<file path="config.mk">
export PLATFORM = sky130hd
export DESIGN_NAME = tone_timer_divisor_calc
export DESIGN_NICKNAME = d
export VERILOG_FILES = /design/src/rtl/core/ttdc_pkg.sv /design/src/rtl/core/tone_timer_divisor_calc.sv
export SDC_FILE = /design/constraint.sdc
export NUM_CORES = 1
export LEC_CHECK = 0
export BUFFER_PORTS_ARGS = -buffer_cell sky130_fd_sc_hd__buf_2
export CORE_ASPECT_RATIO = 0.9
export CORE_MARGIN = 2
export CORE_UTILIZATION = 70
export CTS_BUF_LIST = sky130_fd_sc_hd__clkbuf_2 sky130_fd_sc_hd__clkbuf_4 sky130_fd_sc_hd__clkbuf_8
export DETAILED_ROUTE_END_ITERATION = 16
export PLACE_DENSITY_LB_ADDON = 0.08
export REMOVE_ABC_BUFFERS = 1
export SLEW_MARGIN = 30
export SYNTH_ARGS = -nofsm -noshare
export SYNTH_HDL_FRONTEND = slang
export SYNTH_SLANG_ARGS = --single-unit
</file>
<file path="constraint.sdc">
create_clock -name clk -period 9.7 [get_ports clk]
set_clock_uncertainty 0.2 [all_clocks]
set_input_delay 1.455 -clock clk [delete_from_list [all_inputs] [get_ports clk]]
set_output_delay 1.455 -clock clk [all_outputs]
set_load 0.005 [all_outputs]
</file>
<file path="src/rtl/core/ttdc_pkg.sv">
// shared types, constants and microcode program for the tone timer divisor calculator
package ttdc_pkg;

	localparam int unsigned CLK_W  = 32;
	localparam int unsigned VOL_W  = 16;
	localparam int unsigned FREQ_W = 20;
	localparam int unsigned PSC_W  = 18;
	localparam int unsigned RLD_W  = 16;
	localparam int unsigned CNT_W  = 5;

	localparam logic [PSC_W-1:0] PRESC_START  = 18'd4;
	localparam logic [RLD_W-1:0] RELOAD_LIMIT = 16'd65000;
	localparam logic [RLD_W-1:0] COMPARE_MAX  = 16'hFFFF;

	localparam logic [CLK_W-1:0] RST_CORE_CLOCK = 32'd48000000;
	localparam logic [VOL_W-1:0] RST_VOL_NUM    = 16'd1;
	localparam logic [VOL_W-1:0] RST_VOL_DEN    = 16'd2;

	// configuration register indexes
	typedef enum logic [1:0] {
		REG_CORE_CLOCK = 2'd0,
		REG_VOL_NUM    = 2'd1,
		REG_VOL_DEN    = 2'd2,
		REG_SILENT     = 2'd3
	} reg_idx_t;

	// datapath operations
	typedef enum logic [3:0] {
		OP_NOP,
		OP_CAPTURE,
		OP_LOAD_CLK,
		OP_DIV_STEP,
		OP_SCALE_INIT,
		OP_SCALE_STEP,
		OP_MUL_LOAD,
		OP_CMP_SAT,
		OP_EMIT
	} op_t;

	// jump conditions
	typedef enum logic [2:0] {
		COND_NONE,
		COND_ALWAYS,
		COND_NO_REQ,
		COND_FREQ_ZERO,
		COND_CNT_NZ,
		COND_SH_GT,
		COND_OUT_BUSY
	} cond_t;

	typedef logic [3:0] step_t;

	localparam step_t STEP_IDLE  = 4'd0;
	localparam step_t STEP_START = 4'd1;
	localparam step_t STEP_DIV1  = 4'd2;
	localparam step_t STEP_SINIT = 4'd3;
	localparam step_t STEP_SCALE = 4'd4;
	localparam step_t STEP_MUL   = 4'd5;
	localparam step_t STEP_DIV2  = 4'd6;
	localparam step_t STEP_CMP   = 4'd7;
	localparam step_t STEP_EMIT  = 4'd8;
	localparam step_t STEP_END   = 4'd9;

	typedef struct packed {
		op_t   op;
		cond_t cond;
		step_t tgt;
	} ucode_t;

	// jump to tgt when cond holds, else fall through to the next step
	function automatic ucode_t ucode_rom(input step_t s);
		ucode_t w;
		unique case (s)
			STEP_IDLE:  w = '{OP_CAPTURE,    COND_NO_REQ,    STEP_IDLE};
			STEP_START: w = '{OP_LOAD_CLK,   COND_FREQ_ZERO, STEP_EMIT};
			STEP_DIV1:  w = '{OP_DIV_STEP,   COND_CNT_NZ,    STEP_DIV1};
			STEP_SINIT: w = '{OP_SCALE_INIT, COND_NONE,      STEP_IDLE};
			STEP_SCALE: w = '{OP_SCALE_STEP, COND_SH_GT,     STEP_SCALE};
			STEP_MUL:   w = '{OP_MUL_LOAD,   COND_NONE,      STEP_IDLE};
			STEP_DIV2:  w = '{OP_DIV_STEP,   COND_CNT_NZ,    STEP_DIV2};
			STEP_CMP:   w = '{OP_CMP_SAT,    COND_NONE,      STEP_IDLE};
			STEP_EMIT:  w = '{OP_EMIT,       COND_OUT_BUSY,  STEP_EMIT};
			STEP_END:   w = '{OP_NOP,        COND_ALWAYS,    STEP_IDLE};
			default:    w = '{OP_NOP,        COND_ALWAYS,    STEP_IDLE};
		endcase
		return w;
	endfunction

endpackage

</file>
<file path="src/rtl/core/tone_timer_divisor_calc.sv">
// tone timer divisor calculator: microcoded prescaler, reload and duty compare computation
//
//  channel | direction | handshake            | payload
//  --------+-----------+----------------------+------------------------------------------
//  in      | in        | in_valid / in_stall  | frequency
//  out     | out       | out_valid / out_stall| prescaler, reload, compare, output_enable,
//          |           |                      | bad_frequency
//  cfg     | in        | cfg_we               | cfg_index, cfg_data
//
// each request passes twice through the shared one-bit-per-cycle divide unit, once for the
// reload and once for the compare, with scaling steps for the prescaler doublings (0..15);
// a zero frequency skips the arithmetic and goes straight to the emit step.
// in_stall is low only while the sequencer sits at its idle step; a finished result waits in
// the output register while the next request is accepted and worked on.
// reset (arst_n low) returns the step counter to idle, drops out_valid and loads the
// configuration registers with their reset values.
module tone_timer_divisor_calc
	import ttdc_pkg::*;
(
	input  logic                clk,
	input  logic                arst_n,
	input  logic                cfg_we,
	input  logic [1:0]          cfg_index,
	input  logic [CLK_W-1:0]    cfg_data,
	input  logic                in_valid,
	output logic                in_stall,
	input  logic [FREQ_W-1:0]   frequency,
	output logic                out_valid,
	input  logic                out_stall,
	output logic [PSC_W-1:0]    prescaler,
	output logic [RLD_W-1:0]    reload,
	output logic [RLD_W-1:0]    compare,
	output logic                output_enable,
	output logic                bad_frequency
);

	// configuration
	logic [CLK_W-1:0] core_clock_q;
	logic [VOL_W-1:0] vol_num_q;
	logic [VOL_W-1:0] vol_den_q;
	logic             silent_q;

	// sequencer
	step_t  pc_q;
	step_t  pc_next;
	ucode_t uw;
	logic   jump;

	// datapath
	logic [FREQ_W-1:0] freq_q;
	logic              bad_q;
	logic [CLK_W-1:0]  rem_q;
	logic [CLK_W-1:0]  quo_q;
	logic [CLK_W-1:0]  div_q;
	logic [CNT_W-1:0]  cnt_q;
	logic [CLK_W-3:0]  sh_q;
	logic [PSC_W-1:0]  presc_q;
	logic [RLD_W-1:0]  reload_q;
	logic [RLD_W-1:0]  cmp_q;

	// result register
	logic              out_valid_q;
	logic [PSC_W-1:0]  out_presc_q;
	logic [RLD_W-1:0]  out_reload_q;
	logic [RLD_W-1:0]  out_cmp_q;
	logic              out_oe_q;
	logic              out_bad_q;

	logic              out_busy;
	logic              sh_gt;
	logic [CLK_W+1:0]  trial;
	logic              emit_write;

	assign uw       = ucode_rom(pc_q);
	assign in_stall = (pc_q != STEP_IDLE);
	assign out_busy = out_valid_q & out_stall;
	assign sh_gt    = (sh_q > {{(CLK_W-2-RLD_W){1'b0}}, RELOAD_LIMIT});
	// restoring divide step: shifted remainder with next dividend bit minus divisor
	assign trial    = {1'b0, rem_q, quo_q[CLK_W-1]} - {2'b00, div_q};
	assign emit_write = (uw.op == OP_EMIT) && !out_busy;

	always_comb begin
		unique case (uw.cond)
			COND_NONE:      jump = 1'b0;
			COND_ALWAYS:    jump = 1'b1;
			COND_NO_REQ:    jump = !in_valid;
			COND_FREQ_ZERO: jump = (freq_q == '0);
			COND_CNT_NZ:    jump = (cnt_q != '0);
			COND_SH_GT:     jump = sh_gt;
			COND_OUT_BUSY:  jump = out_busy;
			default:        jump = 1'b1;
		endcase
		pc_next = jump ? uw.tgt : step_t'(pc_q + 4'd1);
	end

	always_ff @(posedge clk or negedge arst_n) begin
		if (!arst_n) begin
			pc_q         <= STEP_IDLE;
			out_valid_q  <= 1'b0;
			core_clock_q <= RST_CORE_CLOCK;
			vol_num_q    <= RST_VOL_NUM;
			vol_den_q    <= RST_VOL_DEN;
			silent_q     <= 1'b0;
		end else begin
			pc_q        <= pc_next;
			out_valid_q <= emit_write | out_busy;
			if (cfg_we) begin
				unique case (reg_idx_t'(cfg_index))
					REG_CORE_CLOCK: core_clock_q <= cfg_data;
					REG_VOL_NUM:    vol_num_q    <= cfg_data[VOL_W-1:0];
					REG_VOL_DEN:    vol_den_q    <= cfg_data[VOL_W-1:0];
					REG_SILENT:     silent_q     <= cfg_data[0];
					default:        silent_q     <= silent_q;
				endcase
			end
		end
	end

	always_ff @(posedge clk) begin
		unique case (uw.op)
			OP_NOP: begin
				cnt_q <= cnt_q;
			end
			OP_CAPTURE: begin
				if (in_valid) begin
					freq_q <= frequency;
				end
			end
			OP_LOAD_CLK: begin
				bad_q <= (freq_q == '0);
				quo_q <= core_clock_q;
				rem_q <= '0;
				div_q <= {{(CLK_W-FREQ_W){1'b0}}, freq_q};
				cnt_q <= '1;
			end
			OP_DIV_STEP: begin
				if (!trial[CLK_W+1]) begin
					rem_q <= trial[CLK_W-1:0];
				end else begin
					rem_q <= {rem_q[CLK_W-2:0], quo_q[CLK_W-1]};
				end
				quo_q <= {quo_q[CLK_W-2:0], !trial[CLK_W+1]};
				cnt_q <= cnt_q - 5'd1;
			end
			OP_SCALE_INIT: begin
				sh_q    <= quo_q[CLK_W-1:2];
				presc_q <= PRESC_START;
			end
			OP_SCALE_STEP: begin
				if (sh_gt) begin
					sh_q    <= {1'b0, sh_q[CLK_W-3:1]};
					presc_q <= {presc_q[PSC_W-2:0], 1'b0};
				end
			end
			OP_MUL_LOAD: begin
				reload_q <= sh_q[RLD_W-1:0];
				quo_q    <= {{(CLK_W-RLD_W){1'b0}}, sh_q[RLD_W-1:0]}
				          * {{(CLK_W-VOL_W){1'b0}}, vol_num_q};
				rem_q    <= '0;
				div_q    <= {{(CLK_W-VOL_W){1'b0}}, vol_den_q};
				cnt_q    <= '1;
			end
			OP_CMP_SAT: begin
				// zero volume base saturates, as does any quotient that would pass 16 bits
				if (vol_den_q == '0 || quo_q >= {{(CLK_W-RLD_W){1'b0}}, COMPARE_MAX}) begin
					cmp_q <= COMPARE_MAX;
				end else begin
					cmp_q <= quo_q[RLD_W-1:0] + 16'd1;
				end
			end
			OP_EMIT: begin
				if (!out_busy) begin
					out_bad_q    <= bad_q;
					out_presc_q  <= bad_q ? '0 : presc_q;
					out_reload_q <= bad_q ? '0 : reload_q;
					out_cmp_q    <= bad_q ? '0 : cmp_q;
					out_oe_q     <= !bad_q && !silent_q;
				end
			end
			default: begin
				cnt_q <= cnt_q;
			end
		endcase
	end

	assign out_valid     = out_valid_q;
	assign prescaler     = out_presc_q;
	assign reload        = out_reload_q;
	assign compare       = out_cmp_q;
	assign output_enable = out_oe_q;
	assign bad_frequency = out_bad_q;

`ifndef SYNTHESIS
	a_request_starts: assert property (@(posedge clk) disable iff (!arst_n)
		in_valid && !in_stall |=> pc_q == STEP_START)
		else $error("accepted request did not start the program");

	a_result_from_emit: assert property (@(posedge clk) disable iff (!arst_n)
		$rose(out_valid) |-> $past(pc_q) == STEP_EMIT)
		else $error("result raised outside the emit step");

	a_presc_power: assert property (@(posedge clk) disable iff (!arst_n)
		out_valid && !bad_frequency |-> $onehot(prescaler) && prescaler[1:0] == 2'b00)
		else $error("prescaler is not a power of two from 4 up");

	a_reload_limit: assert property (@(posedge clk) disable iff (!arst_n)
		out_valid && !bad_frequency |-> reload <= RELOAD_LIMIT)
		else $error("reload above limit");

	a_bad_zeroes: assert property (@(posedge clk) disable iff (!arst_n)
		out_valid && bad_frequency |-> prescaler == '0 && reload == '0 && compare == '0
			&& !output_enable)
		else $error("zero frequency result carries values");
`endif

endmodule
</file>
==> flow_metrics.tcl <==
set metrics [dict create \
    status "finished clean" \
    synth_seq_area_share_pct 39.5 \
    maxCapViolations 0 \
    rows 62 \
    top_usage_layer "met2" \
    cts_buffers 50 \
    finalHoldViolations 0 \
    coreArea_um2 31800 \
    path_clk_slew_ns 0.07 \
    drv_slew 0 \
    path_class "reg -> reg" \
    synth_edf_count 238 \
    yosysTopAreaCellShare_pct 31.7 \
    synth_cells 2165 \
    reg2reg_slack_ns 2.56 \
    layout.nets 2640 \
    synthMuxAreaShare_pct 3.47 \
    dieArea_um2 33700 \
    clockBufferDepth 3 \
    path_delay_family "adder cells" \
    dpl.cell_count 2616 \
    drt_iter0_markers 1696 \
    crit_buf_inv 5 \
    finalSetupTns_ns 0 \
    final_cell_area_um2 24600 \
    hold_class "reg -> reg" \
    path_max_fanout 19 \
    antenna_found_initial 3 \
    routabilityCongestion 0.940 \
    grtUsageTotal_pct 34.3 \
    place_area_um2 23500 \
    slew_headroom_pct 32.6 \
    vias 16600 \
    critPathLaunchType "flip-flop" \
    grt_pass1_vias 17000 \
    die-height_um 174 \
    slowest_stage "edfxtp_1" \
    cts_sinks 308 \
    drc 0 \
    synth_fa_ha_area_share_pct 24.7 \
    start_util_pct 70.9 \
    cts_tree "done" \
    worstPathArrival_ns 7.26 \
    synthFlopType "edfxtp_1" \
    ys_async_sr_fraction_pct 22.7 \
    ys_ff_latch 308 \
    worstSetupEndpointType "flip-flop" \
    insertion_delay_ns 0.61 \
    ant_nets 0 \
    gr-total-overflow 0 \
    crit_top_cell "fa_1" \
    cp_cell_sequence "nand2_1 -> fa_1 -> inv_1 -> fa_1 -> inv_1 -> fa_1 -> inv_1 -> fa_1 -> fa_1 -> inv_1 -> fa_1 -> inv_1 -> ha_1 -> and3_1 -> nor2b_1 -> a221oi_1 -> o21ai_1 -> o31ai_1 -> xor2_1 -> o21ai_0" \
    first_pass_iters 6 \
    use_met1_pct 47.1 \
    crit_required_ns 9.82 \
    yosys.area_share.simple_pct 16.2 \
    synth_warnings 0 \
    routedWlPerCell_um 20.6 \
    fin_cells 2712 \
    portBuffers 110 \
    layout_min_cycle_time_ns 7.14 \
    syn_area_per_cell_um2 10.4 \
    root_buffer "clkbuf_8" \
    final_common_cell "nand2_1" \
    io_pins 113 \
    synth_area_um2 22600 \
    dpl.hpwl_mm 40.7 \
    cts_resized 0 \
    grt_max_degree 71 \
    layout-drive-gt1-share_pct 14.0 \
    max_freq_mhz 140 \
    postCtsSetupBuffers 0 \
    max_stage_delay_ns 0.87 \
    layout_common_cells "372 x nand2_1, 274 x inv_1, 238 x edfxtp_1, 195 x fa_1, 133 x ha_1" \
    vias_per_cell 6.11 \
    fin_crit_sh_pct 73.6 \
    setup_viol 0 \
    hold_buffers 0 \
    routed_wl_mm 55.8 \
    yosys.area.top_type "edfxtp_1" \
    grt_pass1_wl_mm 91.1 \
    rsz0062_at_grt "false" \
    area_growth_pct 8.95 \
    synth_top_family_by_area "adder cells" \
    grtUsageMet3_pct 6.46 \
    synth.distinct_cells 69 \
    met2_usage_pct 54.7 \
    synth_xor_area_share_pct 2.02 \
    worst_pin_slew_ns 1.01 \
    die_w_um 193 \
    synth_compound_gate_area_share_pct 7.91 \
    cts_max_level 2 \
    synth.area.top_cells "edfxtp_1 32%, fa_1 17%, ha_1 7.4%" \
]
==> sequential cells by signal (all words and copies together), names as in the netlist, 4 cells and up <==
register,flops
freq_q,20
reload,16
vol_den_q,16
vol_num_q,16
cnt_q,5
pc_q,4
reload_q,16
compare,16
core_clock_q,32
div_q,20
prescaler,16
rem_q,32
presc_q,16
sh_q,30
cmp_q,16
quo_q,32
==> cell families after synthesis <==
family,after synthesis
AOI/OAI and AO/OA,272
xor gates and xnor gates,52
adders and majority gates,328
DFF,308
and+or+nand+nor,762
buffers and inverters,372
muxes,70
other,1
==> worst reg2reg max path: cells and delay by family (launching register included) <==
kind | cells | cell delay, ns
flip-flops | 1 | 0.87
adder cells (fa/ha/maj) | 7 | 3.48
AND/OR/NAND/NOR | 3 | 0.66
buffers and inverters | 5 | 0.25
XOR/XNOR | 1 | 0.19
AO/OA/AOI/OAI | 4 | 1.24
==> routing by layer <==
layer	vias to the layer above	wire [um]
met1	8169	22400
met2	836	26100
met5	-	85
met4	6	2160
li1	7401	-
met3	150	5040
==> Yosys cell counts, types with 21 or more instances <==
cell,number
a21o_1,21
a21oi_1,69
and2_1,124
and3_1,22
clkbuf_1,84
dfrtp_1,58
edfxtp_1,238
fa_1,195
ha_1,133
inv_1,274
mux2_2,66
nand2_1,372
nand3_1,30
nor2_1,65
nor2b_1,61
o21ai_0,54
xnor2_1,29
xor2_1,23
==> final cells by class <==
cell class | count | area (um2)
fillers | 2082 | 7220
clock buffers | 83 | 986
repair buffers | 130 | 738
well taps | 416 | 520
clock inverters | 11 | 72.6
inverters | 277 | 1040
diodes | 1 | 2.50
flip-flops and latches | 308 | 8910
multi-input cells | 1486 | 12300
==> stage by stage <==
stage                     util (%)  hold WS (ns)  worst slack, ns
after CTS                     77.2         0.302             2.66
after floorplan                  -         0.280             3.39
after detailed placement      73.9         0.297             2.64
after global routing          77.3         0.316             2.31
after global placement        73.7         0.290             2.84
final                         77.3         0.312             2.56
==> worst paths after layout <==
check,startpoint,endpoint,depth (start not counted)
min,core_clock_q[16]$_DFFE_PN0P_,core_clock_q[16]$_DFFE_PN0P_,1
max in group asynchronous,arst_n,vol_num_q[6]$_DFFE_PN0P_,1
max,sh_q[5]$_DFFE_PP_,quo_q[23]$_DFFE_PP_,20
min reg2reg,core_clock_q[16]$_DFFE_PN0P_,core_clock_q[16]$_DFFE_PN0P_,1
min in group asynchronous,arst_n,pc_q[2]$_DFF_PN0_,1
max reg2reg,sh_q[5]$_DFFE_PP_,quo_q[23]$_DFFE_PP_,20
Power is left out: the tool's default activity adds up to more than one toggle a clock period on the data nets, which glitch-free logic cannot reach.
